--- src/rtl/mbsh_pkg.sv ---
// shared types, constants and mixing helpers for the byte stream hash
// no dependencies; imported by the front, queue, back and top modules
`default_nettype none

package mbsh_pkg;

   localparam logic [31:0] MIX_C1  = 32'hcc9e2d51;
   localparam logic [31:0] MIX_C2  = 32'h1b873593;
   localparam logic [31:0] MIX_ADD = 32'he6546b64;
   localparam logic [31:0] FIN_F1  = 32'h85ebca6b;
   localparam logic [31:0] FIN_F2  = 32'hc2b2ae35;

   localparam int MBSH_QUEUE_DEPTH = 4;

   // one unit of back-end work: an optional full block and an optional close
   typedef struct packed {
      logic        start;
      logic [31:0] seed;
      logic        do_block;
      logic [31:0] block_word;
      logic        do_final;
      logic        tail_valid;
      logic [23:0] tail_word;
      logic [31:0] byte_count;
   } op_type;

   function automatic logic [31:0] rotl15(input logic [31:0] v);
      return {v[16:0], v[31:17]};
   endfunction

   function automatic logic [31:0] rotl13(input logic [31:0] v);
      return {v[18:0], v[31:19]};
   endfunction

   // h = rotl13(h) * 5 + add, the multiply by five is a shift and add
   function automatic logic [31:0] mix_hash(input logic [31:0] v);
      logic [31:0] r;
      r = rotl13(v);
      return r + {r[29:0], 2'b00} + MIX_ADD;
   endfunction

endpackage

`default_nettype wire

--- src/rtl/mbsh_front.sv ---
// front end: accepts bytes, assembles little-endian blocks, tracks the count
// and emits one op per finished block or closing word; uses mbsh_pkg
`default_nettype none

module mbsh_front import mbsh_pkg::*; (
   input  wire logic        clock,
   input  wire logic        reset,
   input  wire logic [31:0] seed,
   input  wire logic        req_valid,
   output logic             req_stall,
   input  wire logic [7:0]  req_byte_value,
   input  wire logic        req_has_byte,
   input  wire logic        req_is_last,
   input  wire logic        queue_full,
   output logic             push,
   output op_type           push_op
);

   logic        active_ff, active_in;
   logic        first_ff, first_in;
   logic [31:0] count_ff, count_in;
   logic [23:0] pend_ff, pend_in;
   logic [31:0] seed_ff, seed_in;

   logic        accept;
   logic [31:0] cnt;
   logic [23:0] pend;
   logic [1:0]  pos;
   logic        do_block;

   assign req_stall = queue_full;
   assign accept    = req_valid & ~req_stall;

   always_comb begin
      active_in = active_ff;
      first_in  = first_ff;
      count_in  = count_ff;
      pend_in   = pend_ff;
      seed_in   = seed_ff;
      push      = 1'b0;
      do_block  = 1'b0;

      // a closed message restarts from the seed register
      cnt  = active_ff ? count_ff : '0;
      pend = active_ff ? pend_ff : '0;
      pos  = cnt[1:0];

      push_op            = '0;
      push_op.seed       = active_ff ? seed_ff : seed;
      push_op.start      = active_ff ? first_ff : 1'b1;

      if (accept) begin
         seed_in  = push_op.seed;
         pend_in  = pend;
         count_in = cnt;
         if (req_has_byte) begin
            count_in = cnt + 32'd1;
            case (pos)
               2'd0: pend_in = {pend[23:8], req_byte_value};
               2'd1: pend_in = {pend[23:16], req_byte_value, pend[7:0]};
               2'd2: pend_in = {req_byte_value, pend[15:0]};
               default: begin
                  do_block = 1'b1;
                  pend_in  = '0;
               end
            endcase
         end
         push_op.do_block   = do_block;
         push_op.block_word = {req_byte_value, pend};
         push_op.do_final   = req_is_last;
         push_op.tail_valid = count_in[1:0] != 2'd0;
         push_op.tail_word  = pend_in;
         push_op.byte_count = count_in;
         push      = do_block | req_is_last;
         first_in  = push ? 1'b0 : push_op.start;
         active_in = ~req_is_last;
      end
   end

   always_ff @(posedge clock) begin
      if (reset) begin
         active_ff <= 1'b0;
         first_ff  <= 1'b1;
         count_ff  <= '0;
         pend_ff   <= '0;
      end else begin
         active_ff <= active_in;
         first_ff  <= first_in;
         count_ff  <= count_in;
         pend_ff   <= pend_in;
      end
      seed_ff <= seed_in;
   end

endmodule

`default_nettype wire

--- src/rtl/mbsh_queue.sv ---
// short fifo of ops between the front and back ends
// depends on mbsh_pkg for the op type
`default_nettype none

module mbsh_queue import mbsh_pkg::*; #(
   parameter int DEPTH = MBSH_QUEUE_DEPTH
) (
   input  wire logic   clock,
   input  wire logic   reset,
   input  wire logic   push,
   input  wire op_type push_op,
   output logic        full,
   input  wire logic   pop,
   output op_type      pop_op,
   output logic        empty
);

   localparam int PW = (DEPTH > 1) ? $clog2(DEPTH) : 1;
   localparam int CW = $clog2(DEPTH + 1);

   op_type          entry_ff [DEPTH];
   logic [PW-1:0]   wr_ptr_ff, wr_ptr_in;
   logic [PW-1:0]   rd_ptr_ff, rd_ptr_in;
   logic [CW-1:0]   count_ff, count_in;

   assign full   = count_ff == CW'(DEPTH);
   assign empty  = count_ff == '0;
   assign pop_op = entry_ff[rd_ptr_ff];

   always_comb begin
      wr_ptr_in = wr_ptr_ff;
      rd_ptr_in = rd_ptr_ff;
      count_in  = count_ff;
      if (push) begin
         wr_ptr_in = (wr_ptr_ff == PW'(DEPTH - 1)) ? '0 : wr_ptr_ff + 1'b1;
      end
      if (pop) begin
         rd_ptr_in = (rd_ptr_ff == PW'(DEPTH - 1)) ? '0 : rd_ptr_ff + 1'b1;
      end
      if (push && !pop) begin
         count_in = count_ff + 1'b1;
      end else if (pop && !push) begin
         count_in = count_ff - 1'b1;
      end
   end

   always_ff @(posedge clock) begin
      if (reset) begin
         wr_ptr_ff <= '0;
         rd_ptr_ff <= '0;
         count_ff  <= '0;
      end else begin
         wr_ptr_ff <= wr_ptr_in;
         rd_ptr_ff <= rd_ptr_in;
         count_ff  <= count_in;
      end
      if (push) begin
         entry_ff[wr_ptr_ff] <= push_op;
      end
   end

endmodule

`default_nettype wire

--- src/rtl/mbsh_back.sv ---
// back end: block mixing, tail mixing and finalizer on one shared multiplier,
// plus the result register; uses mbsh_pkg
`default_nettype none

module mbsh_back import mbsh_pkg::*; (
   input  wire logic   clock,
   input  wire logic   reset,
   input  wire logic   queue_empty,
   input  wire op_type pop_op,
   output logic        pop,
   output logic        rsp_valid,
   input  wire logic   rsp_stall,
   output logic [31:0] rsp_hash_value
);

   localparam logic [3:0] S_IDLE = 4'd0;
   localparam logic [3:0] S_B1   = 4'd1;
   localparam logic [3:0] S_B2   = 4'd2;
   localparam logic [3:0] S_B3   = 4'd3;
   localparam logic [3:0] S_T1   = 4'd4;
   localparam logic [3:0] S_T2   = 4'd5;
   localparam logic [3:0] S_T3   = 4'd6;
   localparam logic [3:0] S_F1   = 4'd7;
   localparam logic [3:0] S_F2   = 4'd8;
   localparam logic [3:0] S_F3   = 4'd9;

   logic [3:0]  state_ff, state_in;
   op_type      op_ff, op_in;
   logic [31:0] h_ff, h_in;
   logic [31:0] acc_ff, acc_in;
   logic        valid_ff, valid_in;
   logic [31:0] hash_ff, hash_in;

   logic [31:0] mul_a, mul_b, prod;

   assign prod           = 32'(mul_a * mul_b);
   assign rsp_valid      = valid_ff;
   assign rsp_hash_value = hash_ff;

   always_comb begin
      state_in = state_ff;
      op_in    = op_ff;
      h_in     = h_ff;
      acc_in   = acc_ff;
      valid_in = valid_ff & rsp_stall;
      hash_in  = hash_ff;
      pop      = 1'b0;
      mul_a    = acc_ff;
      mul_b    = MIX_C1;

      case (state_ff)
         S_IDLE: begin
            if (!queue_empty) begin
               pop   = 1'b1;
               op_in = pop_op;
               if (pop_op.start) begin
                  h_in = pop_op.seed;
               end
               if (pop_op.do_block) begin
                  state_in = S_B1;
               end else begin
                  state_in = pop_op.tail_valid ? S_T1 : S_T3;
               end
            end
         end
         S_B1: begin
            mul_a    = op_ff.block_word;
            mul_b    = MIX_C1;
            acc_in   = prod;
            state_in = S_B2;
         end
         S_B2: begin
            mul_a    = rotl15(acc_ff);
            mul_b    = MIX_C2;
            acc_in   = prod;
            state_in = S_B3;
         end
         S_B3: begin
            h_in = mix_hash(h_ff ^ acc_ff);
            if (op_ff.do_final) begin
               state_in = op_ff.tail_valid ? S_T1 : S_T3;
            end else begin
               state_in = S_IDLE;
            end
         end
         S_T1: begin
            mul_a    = {8'd0, op_ff.tail_word};
            mul_b    = MIX_C1;
            acc_in   = prod;
            state_in = S_T2;
         end
         S_T2: begin
            mul_a    = rotl15(acc_ff);
            mul_b    = MIX_C2;
            acc_in   = prod;
            state_in = S_T3;
         end
         S_T3: begin
            // tail word only counts when 1 to 3 bytes are left over
            acc_in   = h_ff ^ (op_ff.tail_valid ? acc_ff : 32'd0) ^ op_ff.byte_count;
            state_in = S_F1;
         end
         S_F1: begin
            mul_a    = acc_ff ^ {16'd0, acc_ff[31:16]};
            mul_b    = FIN_F1;
            acc_in   = prod;
            state_in = S_F2;
         end
         S_F2: begin
            mul_a    = acc_ff ^ {13'd0, acc_ff[31:13]};
            mul_b    = FIN_F2;
            acc_in   = prod;
            state_in = S_F3;
         end
         S_F3: begin
            // wait here while the previous hash still sits unclaimed
            if (!valid_ff || !rsp_stall) begin
               valid_in = 1'b1;
               hash_in  = acc_ff ^ {16'd0, acc_ff[31:16]};
               state_in = S_IDLE;
            end
         end
         default: begin
            state_in = S_IDLE;
         end
      endcase
   end

   always_ff @(posedge clock) begin
      if (reset) begin
         state_ff <= S_IDLE;
         valid_ff <= 1'b0;
      end else begin
         state_ff <= state_in;
         valid_ff <= valid_in;
      end
      op_ff   <= op_in;
      h_ff    <= h_in;
      acc_ff  <= acc_in;
      hash_ff <= hash_in;
   end

endmodule

`default_nettype wire

--- src/rtl/murmur3_byte_stream_hash.sv ---
// top level of the 32-bit murmur3 byte stream hash: seed register and the
// front end, op queue and back end; depends on mbsh_pkg and the mbsh_* modules
`default_nettype none

// Hashes a message fed one byte per word (req_has_byte marks a real byte,
// req_is_last closes the message and yields one rsp word with the finalized
// hash). The seed in the csr register is sampled when a message opens. The
// front end takes one word per cycle while its op queue (QUEUE_DEPTH ops) has
// room; the back end works through each 4-byte block (two multiplies and the
// hash mix) and each closing word (tail scramble, count fold and finalizer)
// one op at a time, all on one shared 32x32 multiplier, so long messages
// stream at about one byte per cycle unless rsp_stall holds the back end.
module murmur3_byte_stream_hash import mbsh_pkg::*; #(
   parameter int QUEUE_DEPTH = MBSH_QUEUE_DEPTH
) (
   input  wire logic        clock,
   input  wire logic        reset,
   input  wire logic        csr_wr_en,
   input  wire logic [31:0] csr_wr_data,
   input  wire logic        req_valid,
   output logic             req_stall,
   input  wire logic [7:0]  req_byte_value,
   input  wire logic        req_has_byte,
   input  wire logic        req_is_last,
   output logic             rsp_valid,
   input  wire logic        rsp_stall,
   output logic [31:0]      rsp_hash_value
);

   logic [31:0] seed_ff, seed_in;
   logic        push, pop, queue_full, queue_empty;
   op_type      push_op, pop_op;

   assign seed_in = csr_wr_en ? csr_wr_data : seed_ff;

   always_ff @(posedge clock) begin
      if (reset) begin
         seed_ff <= '0;
      end else begin
         seed_ff <= seed_in;
      end
   end

   mbsh_front u_front (
      .clock          (clock),
      .reset          (reset),
      .seed           (seed_ff),
      .req_valid      (req_valid),
      .req_stall      (req_stall),
      .req_byte_value (req_byte_value),
      .req_has_byte   (req_has_byte),
      .req_is_last    (req_is_last),
      .queue_full     (queue_full),
      .push           (push),
      .push_op        (push_op)
   );

   mbsh_queue #(
      .DEPTH (QUEUE_DEPTH)
   ) u_queue (
      .clock   (clock),
      .reset   (reset),
      .push    (push),
      .push_op (push_op),
      .full    (queue_full),
      .pop     (pop),
      .pop_op  (pop_op),
      .empty   (queue_empty)
   );

   mbsh_back u_back (
      .clock          (clock),
      .reset          (reset),
      .queue_empty    (queue_empty),
      .pop_op         (pop_op),
      .pop            (pop),
      .rsp_valid      (rsp_valid),
      .rsp_stall      (rsp_stall),
      .rsp_hash_value (rsp_hash_value)
   );

endmodule

`default_nettype wire
--- config.mk ---
export PLATFORM = sky130hd
export DESIGN_NAME = murmur3_byte_stream_hash
export DESIGN_NICKNAME = d
export VERILOG_FILES = /design/src/rtl/mbsh_pkg.sv /design/src/rtl/mbsh_front.sv /design/src/rtl/mbsh_queue.sv /design/src/rtl/mbsh_back.sv /design/src/rtl/murmur3_byte_stream_hash.sv
export SDC_FILE = /design/constraint.sdc
export NUM_CORES = 2
export LEC_CHECK = 0
export ABC_AREA = 1
export BUFFER_PORTS_ARGS = -buffer_cell sky130_fd_sc_hd__buf_2
export CAP_MARGIN = 0
export CORE_ASPECT_RATIO = 1.4
export CORE_MARGIN = 4
export CORE_UTILIZATION = 58
export CTS_BUF_LIST = sky130_fd_sc_hd__clkbuf_8 sky130_fd_sc_hd__clkbuf_16
export DETAILED_ROUTE_END_ITERATION = 16
export PLACE_DENSITY_LB_ADDON = 0.3
export SYNTH_ARGS = -nofsm -noshare
export SYNTH_HDL_FRONTEND = slang
export SYNTH_SLANG_ARGS = --single-unit
--- constraint.sdc ---
create_clock -name clock -period 19.8 [get_ports clock]
set_input_delay 3.96 -clock clock [delete_from_list [all_inputs] [get_ports clock]]
set_output_delay 3.96 -clock clock [all_outputs]
set_load 0.05 [all_outputs]
**After elaboration in Yosys (flattened, before gate mapping)**

Memory sizes are Yosys's and may differ from the RTL's. A register that Yosys moved wholly into a read port is not among the register bits.
Cells that the tools add are included.
W data, S select, Z words.

- Memories kept: 1
- Logic and storage cells: 117
- Register bits: 320
- Bits in writable memories: 496
- Bits of input ports: 47

- Reduce and logical (&&, ||, !) cells: 21
- Eq/ne operators: 17
- Bitwise operators: 11
- Multiplexer cells: 40
- Add/subtract/negate cells: 7
- $mul: 1

Memory list:

| name | depth | width | rd ports | clocked after memory_dff | write ports | RTL line | source |
|---|---|---|---|---|---|---|---|
| u_queue.entry_ff | 4 | 124 | 1 | 1 | 1 | mbsh_queue.sv:21 | `op_type entry_ff [DEPTH];` |

Operators by type and width:

| operator | number |
|---|---|
| $mux W32 | 7 |
| $pmux W32 S5 | 1 |
| $pmux W32 S2 | 2 |
| $pmux W32 S3 | 1 |
| $xor A32 B32 Y32 | 3 |
| $mux W91 | 1 |
| $pmux W24 S3 | 1 |
| $mux W24 | 2 |
| $pmux W4 S10 | 1 |
| $add A32 B1 Y32 const B | 1 |
| $add A32 B32 Y32 | 1 |
| $add A32 B32 Y32 const B | 1 |
| $mul A32 B32 Y32 | 1 |
| $xor A32 B16 Y32 | 1 |
| $xor A32 B19 Y32 | 1 |
| $eq A4 B3 Y1 const B | 4 |
| $mux W4 | 4 |
| $mux W1 | 12 |
| $mux W2 | 6 |
| $eq A4 B2 Y1 const B | 2 |
| $eq A4 B4 Y1 const B | 2 |
| $reduce_bool A2 Y1 | 4 |
| $eq A2 B2 Y1 const B | 3 |
| $mux W3 | 2 |
| 22 further kinds | 33 |

**Depth between registers and ports, before layout**

- Depth after elaboration: 12
- Depth in mapped cells: 49

**Cells and area by module**

From an unflattened synthesis, not the netlist that was laid out.

- Cell total of the unflattened synthesis: 5201
- Area, all modules: 51674.6 um^2

Modules (own cells, without submodules):

| module | area each (um^2) | instances | cells each | seq. area each (um^2) |
|---|---|---|---|---|
| mbsh_back | 25832.3 | 1 | 2946 | 5685.5 |
| mbsh_queue | 18858.1 | 1 | 1257 | 15074.5 |
| mbsh_front | 5645.4 | 1 | 795 | 2122.0 |
| murmur3_byte_stream_hash | 1338.8 | 1 | 203 | 640.6 |

**Worst setup path before layout**

No wires, ideal clock.

- Path kind: in2reg
- From: input port req_valid
- To: memory u_queue.entry_ff[0][0] in the netlist's numbering, enable pin
- Path buffers: 1
- Setup slack: 9.083 ns
- Stages on the path: 7
- Data arrival time: 10.107 ns
- Path through: inv_1 nor2_1 clkinv_1 clkbuf_1 nor2_1 nor2_1 nor2_1

- Longest elaborated chain between the ends: 4

RTL lines:

| item | RTL line | source |
|---|---|---|
| start: declaration | murmur3_byte_stream_hash.sv:20 | `input wire logic req_valid,` |
| $and A1 B1 Y1 | mbsh_front.sv:32 | `assign accept = req_valid & ~req_stall;` |
| $mux W1 | mbsh_front.sv:52 | `if (accept) begin` |
| $mux W1 | mbsh_queue.sv:57 | `if (push) begin` |
| $mux W1 (implied by the code) | mbsh_queue.sv:58 | `entry_ff[wr_ptr_ff] <= push_op;` |
| end: declaration | mbsh_queue.sv:21 |  |

No other way between the ends.

**Worst setup path in the final report**

- From: register u_back.state_ff[3]
- To: register u_back.acc_ff[26], data pin

- Longest elaborated chain between the ends: 5
- Elaborated cells on any way between the ends: 13

RTL lines:

| item | RTL line | source |
|---|---|---|
| start: declaration | mbsh_back.sv:27 | `logic [3:0] state_ff, state_in;` |
| start signal: assignment | mbsh_back.sv:134 | `state_ff <= state_in;` |
| $eq A4 B2 Y1 or $eq A4 B3 Y1 (tied branches) | mbsh_back.sv:51 | `case (state_ff)` |
| $reduce_or A2 Y1 (no source line) | - |  |
| $pmux W32 S5 or $pmux W32 S3 (tied branches) | mbsh_back.sv:51 |  |
| $mul A32 B32 Y32 | mbsh_back.sv:36 | `assign prod = 32'(mul_a * mul_b);` |
| $pmux W32 S2 (*) | mbsh_back.sv:51 |  |
| net u_back.acc_in[26] | mbsh_back.sv:30 | `logic [31:0] acc_ff, acc_in;` |
| end signal: assignment | mbsh_back.sv:139 | `acc_ff <= acc_in;` |
| end: declaration | mbsh_back.sv:30 |  |

Mark *: on every way through the listed nets, which the timed path passes. The rest lies on a longest branch.
A chain may end at the register's enable or synchronous reset.

==> results.sh <==
export IMPL_die_x_um=257
export IMPL_instances_no_fill=6293
export IMPL_drive_gt1_share_pct=6.67
export IMPL_die_area_um2=91900
export IMPL_first_iter_violations=3884
export IMPL_nets=5708
export IMPL_hpwlAfterDp_um=118000
export IMPL_arrival_ps=10520
export IMPL_htreeDepth=3
export IMPL_path_class="register to register"
export IMPL_vias_per_cell=5.82
export IMPL_die_height_um=357
export IMPL_area_delta_synth_final_pct=8.43
export IMPL_ioPinCount=81
export IMPL_insertion_delay_ps=670
export IMPL_cts_tree="yes"
export IMPL_hp_class="register to register"
export IMPL_crit_start="u_back.state_ff[3]"
export IMPL_ys_types=55
export IMPL_relSlewSlack_pct=11.8
export IMPL_cp_start_kind="register"
export IMPL_synth_seq_cells=818
export IMPL_outcome="finished clean"
export IMPL_cts_buffers=78
export IMPL_reg2reg_depth=39
export IMPL_synth_seq_area_share_pct=46.6
export IMPL_rows=127
export IMPL_endpoint_kind="register"
export IMPL_slew_viol_final=0
export IMPL_reg2reg_slack_ps=9680
export IMPL_setup_tns_ps=0
export IMPL_min_period_ps=10120
export IMPL_ctsRootBufferMaster="clkbuf_16"
export IMPL_worstHoldPathCells=2
export IMPL_slowest_delay_ps=530
export IMPL_place_port_buffers=80
export IMPL_core_area_um2=86000
export IMPL_grt_usage_pct=35.4
export IMPL_antenna_left=0
export IMPL_overflow=0
export IMPL_grt_max_degree=156
export IMPL_yosys_warnings=0
export IMPL_postCtsSetupRepairBufs=0
export IMPL_setup_viol=0
export IMPL_cp_max_fo=23
export IMPL_crit_required_ps=20200
export IMPL_worst_slew_pin_slew_ps=1320
export IMPL_maxCapViolCount=0
export IMPL_start_util_pct=58.7
export IMPL_dp_cells=6144
export IMPL_antenna_found_initial=6
export IMPL_hp_start="seed_ff[5]"
export IMPL_grt_pass1_vias=36127
export IMPL_cts_sinks=818
export IMPL_postCtsResizedCells=0
export IMPL_grt_setup_unrepaired="no"
export IMPL_hold_path_endpoint="seed_ff[5]"
export IMPL_grt_first_pass_wirelength_um=236000
export IMPL_synth_edf_count=714
export IMPL_synthArstFlopShare_pct=0
export IMPL_rr_endpoint="u_back.acc_ff[26]"
export IMPL_finalHoldViolCount=0
export IMPL_cpMostUsedCell="inv_1"
export IMPL_drcViolationCount=0
export IMPL_holdBufCountCts=0
export IMPL_wl_um=162000
export IMPL_vias=36598
export IMPL_syn_area_um2=50500
export IMPL_gp_congestion=1.12
export IMPL_synth_ff_type="edfxtp_1"
export IMPL_post_route_period_util_pct=51.1
export IMPL_cp_slowest_cell="inv_1"
export IMPL_syn_avg_cell_area_um2=10.0
export IMPL_clock_path_buffers=3
export IMPL_clock_skew_ps=48.6
export IMPL_r2r_start="u_back.state_ff[3]"
export IMPL_wl_per_cell_um=25.8
export IMPL_syn_inst=5051
export IMPL_clkTransAtPathRegs_ps=70
export IMPL_dr_pass1_iters=6
export IMPL_synthesis_nets=5696
export IMPL_clock_fmax_mhz=98.8
-- through the flow --
step                      utilization, %  setup WS (ps)  instance area, um2  hold WS [ps]
after floorplan                        -           9080               50500           421
after global placement              60.6          10000               52100           438
after detailed placement            60.6           9950               52100           443
after CTS                           63.7           9950               54700           452
after global routing                63.7           9250               54700           481
final                               63.7           9680               54700           452
-- worst max-delay path by stage --
stage	to	slack (ps)	depth (start not counted)
CTS	u_back.acc_ff[30]	9950	34
detailed placement	u_back.acc_ff[30]	9950	34
floorplan	u_queue.entry_ff[0][0]	9080	7
global route	u_back.acc_ff[26]	9250	39
global placement	u_back.acc_ff[30]	10000	34
finish	u_back.acc_ff[26]	9680	39
-- cell usage in the layout, fill, tap and decap left out, types with 5 or more instances in the layout --
cell | netlist | routed
nand2_1 | 725 | 724
buf_4 | 1 | 66
nor4_1 | 5 | 5
edfxtp_1 | 714 | 714
a31oi_1 | 8 | 8
nor3_1 | 21 | 21
bufinv_16 | 0 | 9
clkinv_2 | 0 | 14
xor2_1 | 57 | 57
or2_2 | 35 | 35
a32oi_1 | 24 | 24
nor2_4 | 1 | 6
a21oi_1 | 205 | 204
o22ai_1 | 116 | 116
o21ai_0 | 434 | 433
nand3b_1 | 7 | 7
a21boi_0 | 5 | 5
mux2i_1 | 5 | 5
o221ai_1 | 5 | 5
nor2_1 | 546 | 539
dfxtp_1 | 104 | 101
o21a_1 | 13 | 13
inv_2 | 8 | 8
inv_1 | 886 | 904
buf_2 | 15 | 80
nand2_2 | 8 | 9
nand4_1 | 24 | 24
clkbuf_16 | 0 | 78
xnor2_1 | 114 | 114
nor2_2 | 6 | 8
nand3_1 | 99 | 99
nor3b_1 | 10 | 10
o21bai_1 | 8 | 8
fa_1 | 393 | 393
o21ai_1 | 5 | 5
ha_1 | 205 | 205
clkinv_1 | 4 | 12
-- flip-flops by register name, summed over array words and instances, names as in the netlist, 2 cells and up, named ones only --
register and cells:
u_back.rsp_hash_value 32, seed_ff 32, u_back.acc_ff 32, u_back.op_ff 90, u_front.seed_ff 32, u_front.count_ff 32
u_back.state_ff 4, u_queue.rd_ptr_ff 2, u_queue.entry_ff 496, u_queue.wr_ptr_ff 2, u_front.pend_ff 24, u_back.h_ff 32
u_queue.count_ff 3
-- layer usage --
metal	share of wire, %	up-vias	global-route usage, %
met5	0.017	-	0
met4	10	4	27.4
met3	8.3	534	6.35
met2	47	1817	57.4
met1	35	17792	42.0
li1	-	16451	-
-- worst max-delay path, delay by kind of cell (launching register included) --
| family | cells | cell delay (ps) |
|---|---|---|
| adder cells (fa/ha/maj) | 9 | 3510 |
| AO/OA/AOI/OAI | 8 | 2430 |
| buffers and inverters | 12 | 2050 |
| AND/OR/NAND/NOR | 10 | 1430 |
| flip-flops | 1 | 400 |
-- final cells by class --
type	instances	area (um2)
Clock buffer	81	1990
Inverter	898	3380
Multi-Input combinational cell	3121	22800
Tap cell	1161	1450
Clock inverter	64	678
Timing Repair Buffer	146	896
Fill cell	6870	31200
Antenna cell	4	10.0
Sequential cell	818	23500
-- cell usage after synthesis (all sizes together), types with 11 or more instances --
master | n | area share, %
xor2 | 57 | 0.99
nand4 | 24 | 0.30
or2 | 35 | 0.43
o21ai | 441 | 4.4
nor3 | 23 | 0.25
clkbuf | 170 | 1.3
nor2 | 553 | 4.2
nand2 | 733 | 5.5
xnor2 | 114 | 2.0
buf | 44 | 0.43
a32oi | 24 | 0.42
nand3 | 100 | 1.0
ha | 205 | 5.1
nor3b | 11 | 0.17
o22ai | 116 | 1.4
edfxtp | 714 | 42
dfxtp | 104 | 4.1
inv | 894 | 6.6
fa | 393 | 16
o21a | 13 | 0.19
a21oi | 205 | 2.0
-- cell families after synthesis --
logic type               Yosys count  share of synthesized area [%]
adder cells (fa/ha/maj)          598                           20.7
flip-flops                       818                           46.6
multiplexers                       5                         0.0991
AND/OR/NAND/NOR                 1495                           12.0
AO/OA/AOI/OAI                    852                           9.29
XOR/XNOR                         171                           2.97
buffers and inverters           1112                           8.37
Power is not shown: default switching activity piles up to over one toggle a cycle in this logic, so the estimate is an artifact.
